$ cat src/hw/rtl/mbdm_pkg.sv
// Shared types and constants for the dual motor drive poll master.
package mbdm_pkg;

  // Frame geometry and CRC-16 constants
  localparam int unsigned FRAME_BYTES_DEF = 13;
  localparam int unsigned CRC_BITS        = 8;
  localparam logic [15:0] CRC_INIT_VAL    = 16'hFFFF;
  localparam logic [15:0] CRC_POLY        = 16'hA001;

  // Fixed frame bytes of a write-multiple-registers request
  localparam logic [7:0] FUNC_WRITE_MULTI = 8'h10;
  localparam logic [7:0] START_REG_HI     = 8'h03;
  localparam logic [7:0] START_REG_LO     = 8'hE8;
  localparam logic [7:0] QTY_HI           = 8'h00;
  localparam logic [7:0] QTY_LO           = 8'h02;
  localparam logic [7:0] BYTE_COUNT       = 8'h04;
  localparam logic [7:0] CURRENT_LIMIT    = 8'h00;

  // Speed clamp limits
  localparam logic signed [15:0] SPEED_MAX = 16'sd255;
  localparam logic signed [15:0] SPEED_MIN = -16'sd255;

  // Config port widths
  localparam int unsigned CFG_IDX_W  = 4;
  localparam int unsigned CFG_DATA_W = 16;

  // Register indexes
  typedef enum logic [CFG_IDX_W-1:0] {
    REG_POLL_PERIOD   = 4'd0,
    REG_REPLY_TIMEOUT = 4'd1,
    REG_LEFT_ADDR     = 4'd2,
    REG_RIGHT_ADDR    = 4'd3,
    REG_CODE_FWD      = 4'd4,
    REG_CODE_BWD      = 4'd5,
    REG_CODE_STOP     = 4'd6,
    REG_BUS_MODE      = 4'd7
  } cfg_reg_e;

  // Polling phase
  typedef enum logic [2:0] {
    PH_IDLE   = 3'd0,
    PH_SEND_L = 3'd1,
    PH_WAIT_L = 3'd2,
    PH_SEND_R = 3'd3,
    PH_WAIT_R = 3'd4
  } phase_e;

  // Frame sequencer states
  typedef enum logic [2:0] {
    SQ_IDLE,
    SQ_DECIDE,
    SQ_BYTE,
    SQ_SHIFT,
    SQ_CRC_LO,
    SQ_CRC_HI
  } seq_state_e;

  // CRC unit operations
  typedef enum logic [1:0] {
    CRC_HOLD,
    CRC_LOAD,
    CRC_XOR,
    CRC_SHIFT
  } crc_op_e;

  // Source of the next result beat
  typedef enum logic [1:0] {
    SRC_STATUS,
    SRC_FRAME,
    SRC_CRC_LO,
    SRC_CRC_HI
  } out_src_e;

  // Event left by the last accepted item
  typedef struct packed {
    logic send;
    logic clr;
  } poll_ev_t;

endpackage

$ cat src/hw/rtl/mbdm_if.sv
// Handshake channel interfaces: input items, result items, config writes.
interface mbdm_in_if;
  logic               valid;
  logic               ready;
  logic               mode;
  logic signed [15:0] left_speed;
  logic signed [15:0] right_speed;
  logic               reply_ready;

  modport source (output valid, mode, left_speed, right_speed, reply_ready, input ready);
  modport sink   (input valid, mode, left_speed, right_speed, reply_ready, output ready);
endinterface

interface mbdm_out_if;
  logic        valid;
  logic        ready;
  logic [7:0]  tx_byte;
  logic        tx_valid;
  logic        tx_last;
  logic        rx_clear;
  logic [2:0]  phase;
  logic [15:0] dropped_left;
  logic [15:0] dropped_right;

  modport source (output valid, tx_byte, tx_valid, tx_last, rx_clear, phase, dropped_left,
                  dropped_right, input ready);
  modport sink   (input valid, tx_byte, tx_valid, tx_last, rx_clear, phase, dropped_left,
                  dropped_right, output ready);
endinterface

interface mbdm_cfg_if;
  logic                                valid;
  logic                                ready;
  logic [mbdm_pkg::CFG_IDX_W-1:0]      index;
  logic [mbdm_pkg::CFG_DATA_W-1:0]     data;

  modport source (output valid, index, data, input ready);
  modport sink   (input valid, index, data, output ready);
endinterface

$ cat src/hw/rtl/mbdm_crc.sv
// Bit-serial CRC-16 unit shared across all data bytes of a frame.
module mbdm_crc (
  input  logic              clk_i,
  input  logic              rst_ni,
  input  mbdm_pkg::crc_op_e op_i,
  input  logic [7:0]        byte_i,
  output logic [15:0]       crc_o
);

  logic [15:0] crc_q, crc_d;

  // Apply one operation per cycle
  always_comb begin
    crc_d = crc_q;
    case (op_i)
      mbdm_pkg::CRC_LOAD:  crc_d = mbdm_pkg::CRC_INIT_VAL;
      mbdm_pkg::CRC_XOR:   crc_d = crc_q ^ {8'h00, byte_i};
      mbdm_pkg::CRC_SHIFT: begin
        if (crc_q[0]) begin
          crc_d = (crc_q >> 1) ^ mbdm_pkg::CRC_POLY;
        end else begin
          crc_d = crc_q >> 1;
        end
      end
      default: crc_d = crc_q;
    endcase
  end

  always_ff @(posedge clk_i or negedge rst_ni) begin
    if (!rst_ni) begin
      crc_q <= mbdm_pkg::CRC_INIT_VAL;
    end else begin
      crc_q <= crc_d;
    end
  end

  assign crc_o = crc_q;

endmodule

$ cat src/hw/rtl/mbdm_poll.sv
// Poll phase tracker: targets, millisecond timer, phase and drop counters.
module mbdm_poll (
  input  logic                clk_i,
  input  logic                rst_ni,
  input  logic                tick_i,
  input  logic                set_i,
  input  logic signed [15:0]  left_speed_i,
  input  logic signed [15:0]  right_speed_i,
  input  logic                reply_ready_i,
  input  logic [15:0]         poll_period_i,
  input  logic [15:0]         reply_timeout_i,
  output mbdm_pkg::phase_e    phase_o,
  output logic signed [8:0]   target_left_o,
  output logic signed [8:0]   target_right_o,
  output logic [15:0]         drops_left_o,
  output logic [15:0]         drops_right_o,
  output mbdm_pkg::poll_ev_t  ev_o
);

  mbdm_pkg::phase_e   phase_q, phase_d;
  logic [15:0]        elapsed_q, elapsed_d, elapsed_inc;
  logic signed [8:0]  tgt_l_q, tgt_l_d, tgt_r_q, tgt_r_d;
  logic [15:0]        drops_l_q, drops_l_d, drops_r_q, drops_r_d;
  mbdm_pkg::poll_ev_t ev_q, ev_d;

  function automatic logic signed [8:0] clamp_speed(input logic signed [15:0] v);
    logic signed [8:0] r;
    if (v > mbdm_pkg::SPEED_MAX) begin
      r = mbdm_pkg::SPEED_MAX[8:0];
    end else if (v < mbdm_pkg::SPEED_MIN) begin
      r = mbdm_pkg::SPEED_MIN[8:0];
    end else begin
      r = v[8:0];
    end
    return r;
  endfunction

  // Saturate the timer
  assign elapsed_inc = (elapsed_q == 16'hFFFF) ? elapsed_q : elapsed_q + 16'd1;

  // Advance the phase on a tick, update targets on a set
  always_comb begin
    phase_d   = phase_q;
    elapsed_d = elapsed_q;
    tgt_l_d   = tgt_l_q;
    tgt_r_d   = tgt_r_q;
    drops_l_d = drops_l_q;
    drops_r_d = drops_r_q;
    ev_d      = ev_q;
    if (set_i) begin
      tgt_l_d = clamp_speed(left_speed_i);
      tgt_r_d = clamp_speed(right_speed_i);
      ev_d    = '{send: 1'b0, clr: 1'b0};
    end else if (tick_i) begin
      elapsed_d = elapsed_inc;
      ev_d      = '{send: 1'b0, clr: 1'b0};
      case (phase_q)
        mbdm_pkg::PH_SEND_L: begin
          phase_d   = mbdm_pkg::PH_WAIT_L;
          elapsed_d = '0;
          ev_d.send = 1'b1;
        end
        mbdm_pkg::PH_WAIT_L: begin
          if (reply_ready_i) begin
            ev_d.clr = 1'b1;
            phase_d  = mbdm_pkg::PH_SEND_R;
          end else if (elapsed_inc >= reply_timeout_i) begin
            drops_l_d = drops_l_q + 16'd1;
            phase_d   = mbdm_pkg::PH_SEND_R;
          end
        end
        mbdm_pkg::PH_SEND_R: begin
          phase_d   = mbdm_pkg::PH_WAIT_R;
          elapsed_d = '0;
          ev_d.send = 1'b1;
        end
        mbdm_pkg::PH_WAIT_R: begin
          if (reply_ready_i) begin
            ev_d.clr = 1'b1;
            phase_d  = mbdm_pkg::PH_IDLE;
          end else if (elapsed_inc >= reply_timeout_i) begin
            drops_r_d = drops_r_q + 16'd1;
            phase_d   = mbdm_pkg::PH_IDLE;
          end
        end
        default: begin
          phase_d = mbdm_pkg::PH_IDLE;
          if (elapsed_inc >= poll_period_i) begin
            elapsed_d = '0;
            phase_d   = mbdm_pkg::PH_SEND_L;
          end
        end
      endcase
    end
  end

  always_ff @(posedge clk_i or negedge rst_ni) begin
    if (!rst_ni) begin
      phase_q   <= mbdm_pkg::PH_IDLE;
      elapsed_q <= '0;
      tgt_l_q   <= '0;
      tgt_r_q   <= '0;
      drops_l_q <= '0;
      drops_r_q <= '0;
      ev_q      <= '{send: 1'b0, clr: 1'b0};
    end else begin
      phase_q   <= phase_d;
      elapsed_q <= elapsed_d;
      tgt_l_q   <= tgt_l_d;
      tgt_r_q   <= tgt_r_d;
      drops_l_q <= drops_l_d;
      drops_r_q <= drops_r_d;
      ev_q      <= ev_d;
    end
  end

  assign phase_o        = phase_q;
  assign target_left_o  = tgt_l_q;
  assign target_right_o = tgt_r_q;
  assign drops_left_o   = drops_l_q;
  assign drops_right_o  = drops_r_q;
  assign ev_o           = ev_q;

endmodule

$ cat src/hw/rtl/modbus_dual_motor_poll_master_core.sv
// A set or non-send tick offers its single status beat, loaded from the DECIDE state into
// the output register once the output is free; then the next item can be taken.
// A send tick emits FRAME_BYTES beats; the CRC unit shifts one bit a cycle, so each of the
// FRAME_BYTES-2 data bytes passes a BYTE state and then the SHIFT state once per bit.
// Input is busy until the CRC_HI beat loads; output stalls hold BYTE, CRC_LO and CRC_HI.
// Reset (rst_ni low, asynchronous): phase idle, timer, targets and drop counters zero,
// CRC all ones, config registers at their defaults.
module modbus_dual_motor_poll_master_core #(
  parameter int unsigned FRAME_BYTES = mbdm_pkg::FRAME_BYTES_DEF
) (
  input  logic     clk_i,
  input  logic     rst_ni,
  mbdm_in_if.sink  in_i,
  mbdm_out_if.source out_o,
  mbdm_cfg_if.sink cfg_i
);

  localparam int unsigned DATA_BYTES = FRAME_BYTES - 2;
  localparam int unsigned IDX_W      = $clog2(FRAME_BYTES);
  localparam int unsigned BIT_W      = $clog2(mbdm_pkg::CRC_BITS);

  // Config registers
  logic [15:0] poll_period_q, reply_timeout_q;
  logic [7:0]  left_addr_q, right_addr_q, code_fwd_q, code_bwd_q, code_stop_q, bus_mode_q;

  // Sequencer and datapath
  mbdm_pkg::seq_state_e state_q, state_d;
  logic [IDX_W-1:0]     idx_q;
  logic [BIT_W-1:0]     bit_q;
  logic [7:0]           addr_q, dir_q, mag_q;
  logic                 in_ready, out_free, out_load, frame_setup, idx_clr, idx_inc, bit_inc;
  mbdm_pkg::out_src_e   out_src;
  mbdm_pkg::crc_op_e    crc_op;
  logic [7:0]           cur_byte;
  logic [15:0]          crc;
  logic                 in_fire;
  logic                 bit_last, idx_last;

  // Poll state
  mbdm_pkg::phase_e     phase;
  logic signed [8:0]    tgt_l, tgt_r, tgt_sel, tgt_neg;
  logic [15:0]          drops_l, drops_r;
  mbdm_pkg::poll_ev_t   ev;

  // Output register
  logic        ov_q;
  logic [7:0]  o_byte_q;
  logic        o_txv_q, o_last_q, o_clr_q;
  logic [2:0]  o_phase_q;
  logic [15:0] o_dl_q, o_dr_q;

  function automatic logic [7:0] frame_byte(input logic [IDX_W-1:0] i, input logic [7:0] a,
                                            input logic [7:0] m, input logic [7:0] d,
                                            input logic [7:0] g);
    logic [7:0] r;
    case (i)
      IDX_W'(0): r = a;
      IDX_W'(1): r = mbdm_pkg::FUNC_WRITE_MULTI;
      IDX_W'(2): r = mbdm_pkg::START_REG_HI;
      IDX_W'(3): r = mbdm_pkg::START_REG_LO;
      IDX_W'(4): r = mbdm_pkg::QTY_HI;
      IDX_W'(5): r = mbdm_pkg::QTY_LO;
      IDX_W'(6): r = mbdm_pkg::BYTE_COUNT;
      IDX_W'(7): r = m;
      IDX_W'(8): r = d;
      IDX_W'(9): r = g;
      default:   r = mbdm_pkg::CURRENT_LIMIT;
    endcase
    return r;
  endfunction

  // Take config writes at any time
  assign cfg_i.ready = 1'b1;

  always_ff @(posedge clk_i or negedge rst_ni) begin
    if (!rst_ni) begin
      poll_period_q   <= 16'd20;
      reply_timeout_q <= 16'd10;
      left_addr_q     <= 8'd1;
      right_addr_q    <= 8'd2;
      code_fwd_q      <= 8'd1;
      code_bwd_q      <= 8'd2;
      code_stop_q     <= 8'd0;
      bus_mode_q      <= 8'd2;
    end else if (cfg_i.valid) begin
      case (cfg_i.index)
        mbdm_pkg::REG_POLL_PERIOD:   poll_period_q   <= cfg_i.data;
        mbdm_pkg::REG_REPLY_TIMEOUT: reply_timeout_q <= cfg_i.data;
        mbdm_pkg::REG_LEFT_ADDR:     left_addr_q     <= cfg_i.data[7:0];
        mbdm_pkg::REG_RIGHT_ADDR:    right_addr_q    <= cfg_i.data[7:0];
        mbdm_pkg::REG_CODE_FWD:      code_fwd_q      <= cfg_i.data[7:0];
        mbdm_pkg::REG_CODE_BWD:      code_bwd_q      <= cfg_i.data[7:0];
        mbdm_pkg::REG_CODE_STOP:     code_stop_q     <= cfg_i.data[7:0];
        mbdm_pkg::REG_BUS_MODE:      bus_mode_q      <= cfg_i.data[7:0];
        default: ;
      endcase
    end
  end

  assign in_i.ready = in_ready;
  assign in_fire    = in_i.valid && in_ready;

  mbdm_poll u_poll (
    .clk_i           (clk_i),
    .rst_ni          (rst_ni),
    .tick_i          (in_fire && !in_i.mode),
    .set_i           (in_fire && in_i.mode),
    .left_speed_i    (in_i.left_speed),
    .right_speed_i   (in_i.right_speed),
    .reply_ready_i   (in_i.reply_ready),
    .poll_period_i   (poll_period_q),
    .reply_timeout_i (reply_timeout_q),
    .phase_o         (phase),
    .target_left_o   (tgt_l),
    .target_right_o  (tgt_r),
    .drops_left_o    (drops_l),
    .drops_right_o   (drops_r),
    .ev_o            (ev)
  );

  mbdm_crc u_crc (
    .clk_i  (clk_i),
    .rst_ni (rst_ni),
    .op_i   (crc_op),
    .byte_i (cur_byte),
    .crc_o  (crc)
  );

  assign out_free = !ov_q || out_o.ready;
  assign bit_last = (bit_q == BIT_W'(mbdm_pkg::CRC_BITS - 1));
  assign idx_last = (idx_q == IDX_W'(DATA_BYTES - 1));
  assign cur_byte = frame_byte(idx_q, addr_q, bus_mode_q, dir_q, mag_q);

  // Next state
  always_comb begin
    state_d = state_q;
    case (state_q)
      mbdm_pkg::SQ_IDLE:   if (in_fire) state_d = mbdm_pkg::SQ_DECIDE;
      mbdm_pkg::SQ_DECIDE: begin
        if (ev.send) begin
          state_d = mbdm_pkg::SQ_BYTE;
        end else if (out_free) begin
          state_d = mbdm_pkg::SQ_IDLE;
        end
      end
      mbdm_pkg::SQ_BYTE:   if (out_free) state_d = mbdm_pkg::SQ_SHIFT;
      mbdm_pkg::SQ_SHIFT: begin
        if (bit_last) begin
          state_d = idx_last ? mbdm_pkg::SQ_CRC_LO : mbdm_pkg::SQ_BYTE;
        end
      end
      mbdm_pkg::SQ_CRC_LO: if (out_free) state_d = mbdm_pkg::SQ_CRC_HI;
      mbdm_pkg::SQ_CRC_HI: if (out_free) state_d = mbdm_pkg::SQ_IDLE;
      default:             state_d = mbdm_pkg::SQ_IDLE;
    endcase
  end

  // Sequencer outputs
  always_comb begin
    in_ready    = 1'b0;
    out_load    = 1'b0;
    out_src     = mbdm_pkg::SRC_STATUS;
    crc_op      = mbdm_pkg::CRC_HOLD;
    frame_setup = 1'b0;
    idx_clr     = 1'b0;
    idx_inc     = 1'b0;
    bit_inc     = 1'b0;
    case (state_q)
      mbdm_pkg::SQ_IDLE: in_ready = 1'b1;
      mbdm_pkg::SQ_DECIDE: begin
        if (ev.send) begin
          crc_op      = mbdm_pkg::CRC_LOAD;
          frame_setup = 1'b1;
          idx_clr     = 1'b1;
        end else begin
          out_load = out_free;
        end
      end
      mbdm_pkg::SQ_BYTE: begin
        out_src = mbdm_pkg::SRC_FRAME;
        if (out_free) begin
          out_load = 1'b1;
          crc_op   = mbdm_pkg::CRC_XOR;
        end
      end
      mbdm_pkg::SQ_SHIFT: begin
        crc_op  = mbdm_pkg::CRC_SHIFT;
        bit_inc = 1'b1;
        idx_inc = bit_last && !idx_last;
      end
      mbdm_pkg::SQ_CRC_LO: begin
        out_src  = mbdm_pkg::SRC_CRC_LO;
        out_load = out_free;
      end
      mbdm_pkg::SQ_CRC_HI: begin
        out_src  = mbdm_pkg::SRC_CRC_HI;
        out_load = out_free;
      end
      default: ;
    endcase
  end

  always_ff @(posedge clk_i or negedge rst_ni) begin
    if (!rst_ni) begin
      state_q <= mbdm_pkg::SQ_IDLE;
      idx_q   <= '0;
      bit_q   <= '0;
    end else begin
      state_q <= state_d;
      if (idx_clr) begin
        idx_q <= '0;
      end else if (idx_inc) begin
        idx_q <= idx_q + IDX_W'(1);
      end
      if (out_load) begin
        bit_q <= '0;
      end else if (bit_inc) begin
        bit_q <= bit_q + BIT_W'(1);
      end
    end
  end

  // Pick the side just scheduled and form direction and magnitude
  assign tgt_sel = (phase == mbdm_pkg::PH_WAIT_R) ? tgt_r : tgt_l;
  assign tgt_neg = -tgt_sel;

  always_ff @(posedge clk_i) begin
    if (frame_setup) begin
      addr_q <= (phase == mbdm_pkg::PH_WAIT_R) ? right_addr_q : left_addr_q;
      if (tgt_sel > 9'sd0) begin
        dir_q <= code_fwd_q;
        mag_q <= tgt_sel[7:0];
      end else if (tgt_sel < 9'sd0) begin
        dir_q <= code_bwd_q;
        mag_q <= tgt_neg[7:0];
      end else begin
        dir_q <= code_stop_q;
        mag_q <= 8'h00;
      end
    end
  end

  // Hold a result beat until the sink takes it
  always_ff @(posedge clk_i or negedge rst_ni) begin
    if (!rst_ni) begin
      ov_q <= 1'b0;
    end else if (out_load) begin
      ov_q <= 1'b1;
    end else if (out_o.ready) begin
      ov_q <= 1'b0;
    end
  end

  always_ff @(posedge clk_i) begin
    if (out_load) begin
      o_phase_q <= phase;
      o_dl_q    <= drops_l;
      o_dr_q    <= drops_r;
      case (out_src)
        mbdm_pkg::SRC_FRAME: begin
          o_byte_q <= cur_byte;
          o_txv_q  <= 1'b1;
          o_last_q <= 1'b0;
          o_clr_q  <= (idx_q == '0);
        end
        mbdm_pkg::SRC_CRC_LO: begin
          o_byte_q <= crc[7:0];
          o_txv_q  <= 1'b1;
          o_last_q <= 1'b0;
          o_clr_q  <= 1'b0;
        end
        mbdm_pkg::SRC_CRC_HI: begin
          o_byte_q <= crc[15:8];
          o_txv_q  <= 1'b1;
          o_last_q <= 1'b1;
          o_clr_q  <= 1'b0;
        end
        default: begin
          o_byte_q <= 8'h00;
          o_txv_q  <= 1'b0;
          o_last_q <= 1'b1;
          o_clr_q  <= ev.clr;
        end
      endcase
    end
  end

  assign out_o.valid         = ov_q;
  assign out_o.tx_byte       = o_byte_q;
  assign out_o.tx_valid      = o_txv_q;
  assign out_o.tx_last       = o_last_q;
  assign out_o.rx_clear      = o_clr_q;
  assign out_o.phase         = o_phase_q;
  assign out_o.dropped_left  = o_dl_q;
  assign out_o.dropped_right = o_dr_q;

endmodule
$ cat src/flat_wrapper.sv
// flat-port wrapper written by rule: the top's interface ports become plain ports
module modbus_dual_motor_poll_master_core_flat 
#(
  parameter int unsigned FRAME_BYTES = mbdm_pkg::FRAME_BYTES_DEF
)
  (clk_i, rst_ni, in_i_valid, in_i_mode, in_i_left_speed, in_i_right_speed, in_i_reply_ready, in_i_ready, out_o_valid, out_o_tx_byte, out_o_tx_valid, out_o_tx_last, out_o_rx_clear, out_o_phase, out_o_dropped_left, out_o_dropped_right, out_o_ready, cfg_i_valid, cfg_i_index, cfg_i_data, cfg_i_ready);
  mbdm_in_if in_i_i ();
  mbdm_out_if out_o_i ();
  mbdm_cfg_if cfg_i_i ();
  input  logic clk_i;
  input  logic rst_ni;
  input wire logic [$bits(in_i_i.valid)-1:0] in_i_valid;
  input wire logic [$bits(in_i_i.mode)-1:0] in_i_mode;
  input wire logic [$bits(in_i_i.left_speed)-1:0] in_i_left_speed;
  input wire logic [$bits(in_i_i.right_speed)-1:0] in_i_right_speed;
  input wire logic [$bits(in_i_i.reply_ready)-1:0] in_i_reply_ready;
  output wire logic [$bits(in_i_i.ready)-1:0] in_i_ready;
  output wire logic [$bits(out_o_i.valid)-1:0] out_o_valid;
  output wire logic [$bits(out_o_i.tx_byte)-1:0] out_o_tx_byte;
  output wire logic [$bits(out_o_i.tx_valid)-1:0] out_o_tx_valid;
  output wire logic [$bits(out_o_i.tx_last)-1:0] out_o_tx_last;
  output wire logic [$bits(out_o_i.rx_clear)-1:0] out_o_rx_clear;
  output wire logic [$bits(out_o_i.phase)-1:0] out_o_phase;
  output wire logic [$bits(out_o_i.dropped_left)-1:0] out_o_dropped_left;
  output wire logic [$bits(out_o_i.dropped_right)-1:0] out_o_dropped_right;
  input wire logic [$bits(out_o_i.ready)-1:0] out_o_ready;
  input wire logic [$bits(cfg_i_i.valid)-1:0] cfg_i_valid;
  input wire logic [$bits(cfg_i_i.index)-1:0] cfg_i_index;
  input wire logic [$bits(cfg_i_i.data)-1:0] cfg_i_data;
  output wire logic [$bits(cfg_i_i.ready)-1:0] cfg_i_ready;
  assign in_i_i.valid = in_i_valid;
  assign in_i_i.mode = in_i_mode;
  assign in_i_i.left_speed = in_i_left_speed;
  assign in_i_i.right_speed = in_i_right_speed;
  assign in_i_i.reply_ready = in_i_reply_ready;
  assign in_i_ready = in_i_i.ready;
  assign out_o_valid = out_o_i.valid;
  assign out_o_tx_byte = out_o_i.tx_byte;
  assign out_o_tx_valid = out_o_i.tx_valid;
  assign out_o_tx_last = out_o_i.tx_last;
  assign out_o_rx_clear = out_o_i.rx_clear;
  assign out_o_phase = out_o_i.phase;
  assign out_o_dropped_left = out_o_i.dropped_left;
  assign out_o_dropped_right = out_o_i.dropped_right;
  assign out_o_i.ready = out_o_ready;
  assign cfg_i_i.valid = cfg_i_valid;
  assign cfg_i_i.index = cfg_i_index;
  assign cfg_i_i.data = cfg_i_data;
  assign cfg_i_ready = cfg_i_i.ready;
  modbus_dual_motor_poll_master_core #(.FRAME_BYTES(FRAME_BYTES)) u_core (.clk_i(clk_i), .rst_ni(rst_ni), .in_i(in_i_i), .out_o(out_o_i), .cfg_i(cfg_i_i));
endmodule
$ cat config.mk
export PLATFORM = sky130hd
export DESIGN_NAME = modbus_dual_motor_poll_master_core_flat
export DESIGN_NICKNAME = d
export VERILOG_FILES = /design/src/hw/rtl/mbdm_pkg.sv /design/src/hw/rtl/mbdm_if.sv /design/src/hw/rtl/mbdm_crc.sv /design/src/hw/rtl/mbdm_poll.sv /design/src/hw/rtl/modbus_dual_motor_poll_master_core.sv /design/src/flat_wrapper.sv
export SDC_FILE = /design/constraint.sdc
export NUM_CORES = 1
export LEC_CHECK = 0
export BUFFER_PORTS_ARGS = -buffer_cell sky130_fd_sc_hd__buf_2
export CORE_MARGIN = 5
export CORE_UTILIZATION = 43
export DETAILED_ROUTE_END_ITERATION = 8
export GPL_TIMING_DRIVEN = 0
export PLACE_DENSITY_LB_ADDON = 0.08
export SLEW_MARGIN = 10
export SYNTH_ARGS = -nofsm -noshare
export SYNTH_HDL_FRONTEND = slang
export SYNTH_SLANG_ARGS = --single-unit
$ cat constraint.sdc
create_clock -name clk_i -period 4.5 [get_ports clk_i]
set_clock_uncertainty 0.2 [all_clocks]
set_input_delay 0.225 -clock clk_i [delete_from_list [all_inputs] [get_ports clk_i]]
set_output_delay 0.225 -clock clk_i [all_outputs]
set_load 0.01 [all_outputs]
Word-level counts from Yosys, hierarchy flattened
Cells that the tools add are included.
- add/subtract/negate cells: 6
- multipliers: 0
- div/mod/pow operators: 0
- order comparisons: 8
- equal/unequal tests: 39
- shifts and indexed selects: 0
- mux-type cells: 57
- bitwise logic cells: 4
- reduce and logical (&&, ||, !) cells: 35
- operators with widths (kind ; count):
    $pmux 8 s9 ; 1
    $add 16x1->16 const B ; 3
    $mux 16 ; 3
    $pmux 16 s3 ; 1
    $mux 9 ; 5
    $mux 8 ; 5
    $mux 3 ; 13
    $ge 16x16->1 ; 2
    $gt 16x9->1 const B ; 2
    $lt 16x9->1 const B ; 2
    $pmux 16 s2 ; 1
    $eq 4x3->1 const B ; 7
    $pmux 8 s3 ; 1
    $pmux 3 s6 ; 1
    $reduce_and 2->1 ; 9
    $eq 16x16->1 const B ; 1
    $eq 4x2->1 const B ; 4
    $mux 1 ; 16
    $xor 16x8->16 ; 1
    $eq 3x2->1 const B ; 4
    $eq 3x3->1 const B ; 4
    $eq 4x4->1 const B ; 3
    $pmux 2 s3 ; 2
    $pmux 3 s4 ; 1
    other kinds (28) ; 57
- flip-flop bits (word level): 248
- latch bits: 0
- RAM bits: 0
- ROM bits: 0
- input port bits: 59
- output and inout bits: 49
- logic and storage cells: 180
- memories: 0

Longest topological paths before layout
- word-level depth: 6
- depth in mapped cells: 15
- depth with buffers taken out: 12

Modules after synthesis
Synthesis repeated with hierarchy kept, for this count alone.
- cells, all modules: 1063
- area total of the unflattened synthesis: 12371.9 µm²
- modules (own cells, without submodules) (module ; times used ; cells an instance ; area each (µm²) ; seq. area each (µm²)):
    modbus_dual_motor_poll_master_core ; 1 ; 513 ; 7091.8 ; 4390.5
    mbdm_poll ; 1 ; 494 ; 4518.1 ; 1776.7
    mbdm_crc ; 1 ; 56 ; 762.0 ; 420.4

Worst setup path after synthesis
No wires, ideal clock.
- kind: reg2reg
- from: register u_core.u_poll.elapsed_q[6]
- to: register u_core.u_poll.drops_l_q[15] (netlist: u_core.u_poll.drops_left_o[15])
- library setup time: 0.079 ns
- arrival: 3.559 ns
- data required time: 4.221 ns
- path slack: 0.662 ns
- cell stages (with the launch flop): 16
- path buffers: 3
- period minus slack after synthesis: 3.838 ns
- cells stage by stage: dfrtp_1 > clkbuf_1 > and4_1 > nand4_1 > o21ai_0 > nor2_1 > xor2_1 > ha_1 > nand2_1 > o21a_1 > a2111oi_0 > a21oi_1 > clkbuf_1 > buf_1 > nor3_1 > xor2_1
- cells in the longest elaborated chain, start to end: 4
- elaborated cells on any way between the ends: 5
- classes of those cells: 1 x add/sub; 1 x order compare; 1 x eq/ne; 1 x mux; 1 x reduce/logical
- RTL lines (what ; RTL line ; text):
    start: declaration ; mbdm_poll.sv:21 ; logic [15:0] elapsed_q, elapsed_d, elapsed_inc;
    start signal: assignment ; mbdm_poll.sv:108 ; elapsed_q <= elapsed_d;
    $add 16x1->16 / $eq 16x16->1 (equally long branches) ; mbdm_poll.sv:39 ; assign elapsed_inc = (elapsed_q == 16'hFFFF) ? elapsed_q : elapsed_q + 16'd1;
    $mux 16 * ; mbdm_poll.sv:39 ;
    $ge 16x16->1 * ; mbdm_poll.sv:67 ; end else if (elapsed_inc >= reply_timeout_i) begin
    $reduce_and 5->1 (no source line) * ; n/a ;
    end signal: assignment ; mbdm_poll.sv:111 ; drops_l_q <= drops_l_d;
    end: declaration ; mbdm_poll.sv:23 ; logic [15:0] drops_l_q, drops_l_d, drops_r_q, drops_r_d;
Every way passes the cells marked *; elsewhere a longest branch is shown, timed or not.
A chain may end at the register's enable or synchronous reset.

Worst setup path in the final report
Same ends and word-level chain as after synthesis.

==> metrics.txt <==
Internal Power=5.46 mW; Core Rows=61; average vias per placed instance=5.27; Hold Path Class=in2async; Residual DRC=0; Seq cells post-synth=248; DRT iter0 DRCs=493; Period Utilization, post-route=a little over nine tenths; final standard cell count with taps included and fillers excluded=1673; die footprint=31800 sq um; mean cell area of the mapped netlist=11.2 sq um; Logic pwr share=30.7%; count of flip-flops with a built-in enable after synthesis=70; Clock power frac=27.7%; syn_nets=~1.2k; post-synthesis instance total=1093; Seq/Total Area, Yosys=around 54%; maximum clock rate=236 MHz; cell types occupying the most area after synthesis=sky130_fd_sc_hd__dfrtp_1, sky130_fd_sc_hd__edfxtp_1, sky130_fd_sc_hd__mux2_2; initial antenna violation count=1; max-cap violations=0; Warnings, synthesis=0; largest fanout of any net on the critical path=10; maximum number of pins on one net before global-route repair=roughly 110; CTS max path bufs=3; setup slack of the worst register-to-register path=0.27 ns; count of final setup violators=0; root buf cell=sky130_fd_sc_hd__clkbuf_16; Worst Setup Start Kind=register; switching fraction of total power=33.4%; final instance area=14700 sq um; synth unique cells=67; input/output buffers=approximately 100; Setup crit end kind=register; DIE HEIGHT=178 microns; register share of total power=41.6%; worst r2r src=u_core.u_poll.elapsed_q[6]; netlist area before placement=12200 sq um; clock sink count=248; normalized max-slew margin=18.2%; Critical Path AT=4.44 ns; gr ovfl total=0; slew of the pin with the lowest slew margin=1.23 ns; most instantiated flip-flop cell in the synthesis netlist=sky130_fd_sc_hd__dfrtp_1; GPL Wtd Cong=0.848; starting utilization of the core area=a little over two fifths; fraction of final layout cells sized beyond drive strength 1=~23%; routed via count=8813; worst path required time=4.71 ns; final critical delay including setup and external delays=4.23 ns; final number of hold-violating endpoints=0; number of search-and-repair iterations in the first detailed-routing pass=5; share of the synthesized area in the top cell type=31.4%; dpl hpwl=between 20000 and 25000 microns; cell depth of the worst flop-to-flop path=14; clk_lat worst skew=0.54 ns; CTS H-tree depth=1; Net Switching=2.73 mW; vias in the first global route=8963; leakage power total=6.43 nW; Routed Wire Length=28600 microns; Critical Setup Path Class=reg2reg; overall die width=178 microns; Synth async-reset ratio=71.8%; total chip power=approximately 8 mW; Layout area overhead=20.3%; Final Slew Violations=0; run status=finished clean; clock slew at reported path FFs=approximately 0.060 ns; setup total negative slack=0 ns; most numerous cell in the Yosys netlist=sky130_fd_sc_hd__dfrtp_1; area post-placement=between 10000 and 15000 sq um; TritonCTS clock tree=yes; first-pass GRT wire length=between 40000 and 50000 microns; core outline area=~28000 sq um; Top-Level Pins=108; placed insts=1579; most area-hungry cell type in the Yosys netlist=sky130_fd_sc_hd__dfrtp_1; number of antenna-violating nets in the routed design=0; endpoint of the worst-slack reg-to-reg timing path=u_core.u_poll.drops_left_o[15]; average wire per cell in the routed design=~17 microns; PD cells=558 nW/um^2; count of antenna diodes in the layout=0; aggregate global-route resource usage=a little under a fifth; most frequent cells after synthesis=sky130_fd_sc_hd__dfrtp_1, sky130_fd_sc_hd__nand2_1, sky130_fd_sc_hd__mux2_2, sky130_fd_sc_hd__nor2_1, sky130_fd_sc_hd__edfxtp_1; fin nets=1379; largest voltage drop on the vdd net=about 0.27 mV; number of buffers inserted during clock tree synthesis=27
==> cell type report <==
class | count | area (sq um)
clock buffer | 34 | 753
inverter | 51 | 191
clock inverter | 16 | 161
sequential | 248 | 6590
timing repair buffer | 153 | 1030
fill | 2602 | 13300
multi-input combinational | 745 | 5270
buffer | 48 | 208
tap | 378 | 473
==> layer usage <==
layer  share of wire (%)  wire, microns  GRT usage (%)
met1                  46          13200           25.4
met2                  47          13500           30.1
met3                 4.5           1290           2.59
met4                 2.1            586           4.48
met5                   0              0              0
==> cells in the final DEF (no fill, tap or decap), types with 30 or more instances in the layout <==
cell | Yosys | layout
sky130_fd_sc_hd__nand2_1 | 109 | 108
sky130_fd_sc_hd__buf_2 | 4 | 109
sky130_fd_sc_hd__nand3_1 | 31 | 31
sky130_fd_sc_hd__clkbuf_1 | 39 | 39
sky130_fd_sc_hd__dlygate4sd3_1 | 0 | 40
sky130_fd_sc_hd__edfxtp_1 | 70 | 70
sky130_fd_sc_hd__a21oi_1 | 41 | 40
sky130_fd_sc_hd__mux2_2 | 87 | 87
sky130_fd_sc_hd__dfrtp_1 | 153 | 153
sky130_fd_sc_hd__ha_1 | 46 | 46
sky130_fd_sc_hd__inv_1 | 51 | 51
sky130_fd_sc_hd__nor2_1 | 86 | 85
sky130_fd_sc_hd__xor2_1 | 30 | 30
sky130_fd_sc_hd__o21ai_0 | 35 | 32
==> cells by family (layout without fill, tap and decap cells) <==
kind of cell / after synthesis / count (layout) / share of synthesized area, %
other: 1 / 1 / 0.0307
buffers and inverters: 100 / 302 / 3.27
AOI/OAI and AO/OA: 191 / 191 / 10.7
and+or+nand+nor: 352 / 352 / 14.2
muxes: 104 / 104 / 9.42
adders and majority gates: 47 / 47 / 4.80
DFF: 248 / 248 / 54.0
xor gates and xnor gates: 50 / 50 / 3.59
==> critical path, cell delays in order (launching register included) <==
cell,delay [ns]
sky130_fd_sc_hd__dfrtp_1,0.48
sky130_fd_sc_hd__and4_1,0.35
sky130_fd_sc_hd__nand4_1,0.31
sky130_fd_sc_hd__or2_2,0.37
sky130_fd_sc_hd__clkbuf_1,0.17
sky130_fd_sc_hd__and3_1,0.23
sky130_fd_sc_hd__nor2_1,0.25
sky130_fd_sc_hd__ha_1,0.28
sky130_fd_sc_hd__o21ai_0,0.18
sky130_fd_sc_hd__o211ai_1,0.14
sky130_fd_sc_hd__a21oi_2,0.33
sky130_fd_sc_hd__buf_2,0.30
sky130_fd_sc_hd__buf_2,0.27
sky130_fd_sc_hd__nor3_1,0.10
sky130_fd_sc_hd__xor2_1,0.15
==> state kept, by name, summed over array words and instances, names as in the netlist, 8 cells and up <==
register                      flops
u_core.out_o.dropped_left        16
u_core.out_o.dropped_right       16
u_core.poll_period_q             16
u_core.reply_timeout_q           16
u_core.u_crc.crc_o               16
u_core.u_poll.drops_left_o       16
u_core.u_poll.drops_right_o      16
u_core.u_poll.elapsed_q          16
u_core.u_poll.target_left_o       9
u_core.u_poll.target_right_o      9
u_core.addr_q                     8
u_core.bus_mode_q                 8
u_core.code_bwd_q                 8
u_core.code_fwd_q                 8
u_core.code_stop_q                8
u_core.dir_q                      8
u_core.left_addr_q                8
u_core.mag_q                      8
u_core.out_o.tx_byte              8
u_core.right_addr_q               8
==> timing repair <==
action                                  4_1_cts  5_1_grt
hold endpoints to repair                    182        0
pin swaps                                     1        2
hold buffers                                 40        0
endpoints found under the setup margin       45       46
buffers inserted                              2        3
resized for setup                             7        9
==> power by group through the flow <==
| stage | Clock (mW) | Combinational [mW] | Sequential [mW] |
|---|---|---|---|
| detailed placement | 0 | 2.48 | 3.45 |
| global placement | 0 | 2.38 | 3.46 |
| floorplan | 0 | 1.61 | 3.46 |
| global route | 2.42 | 2.87 | 3.48 |
| CTS | 2.32 | 2.54 | 3.41 |
| finish | 2.27 | 2.52 | 3.41 |
==> how the worst max path moves through the flow <==
stage                                from                              to  slack (ns)
6_report       u_core.u_poll.elapsed_q[6]  u_core.u_poll.drops_left_o[15]        0.27
5_1_grt        u_core.u_poll.elapsed_q[6]  u_core.u_poll.drops_left_o[15]       -0.02
4_1_cts        u_core.u_poll.elapsed_q[6]  u_core.u_poll.drops_left_o[15]        0.02
3_5_place_dp   u_core.u_poll.elapsed_q[6]  u_core.u_poll.drops_left_o[15]       -0.62
3_3_place_gp   u_core.u_poll.elapsed_q[6]  u_core.u_poll.drops_left_o[15]       -0.58
2_1_floorplan  u_core.u_poll.elapsed_q[6]  u_core.u_poll.drops_left_o[15]        0.66
==> through the flow <==
stage | setup slack, ns | hold WS, ns | utilization (%)
global route | -0.0211 | 0.110 | 52.5
global placement | -0.579 | 0.228 | 47.2
floorplan | 0.662 | -0.271 | -
detailed placement | -0.618 | 0.0419 | 47.5
finish | 0.268 | 0.0381 | 52.5
CTS | 0.0183 | 0.0728 | 52.4
Power figures use the tool's default switching activity.
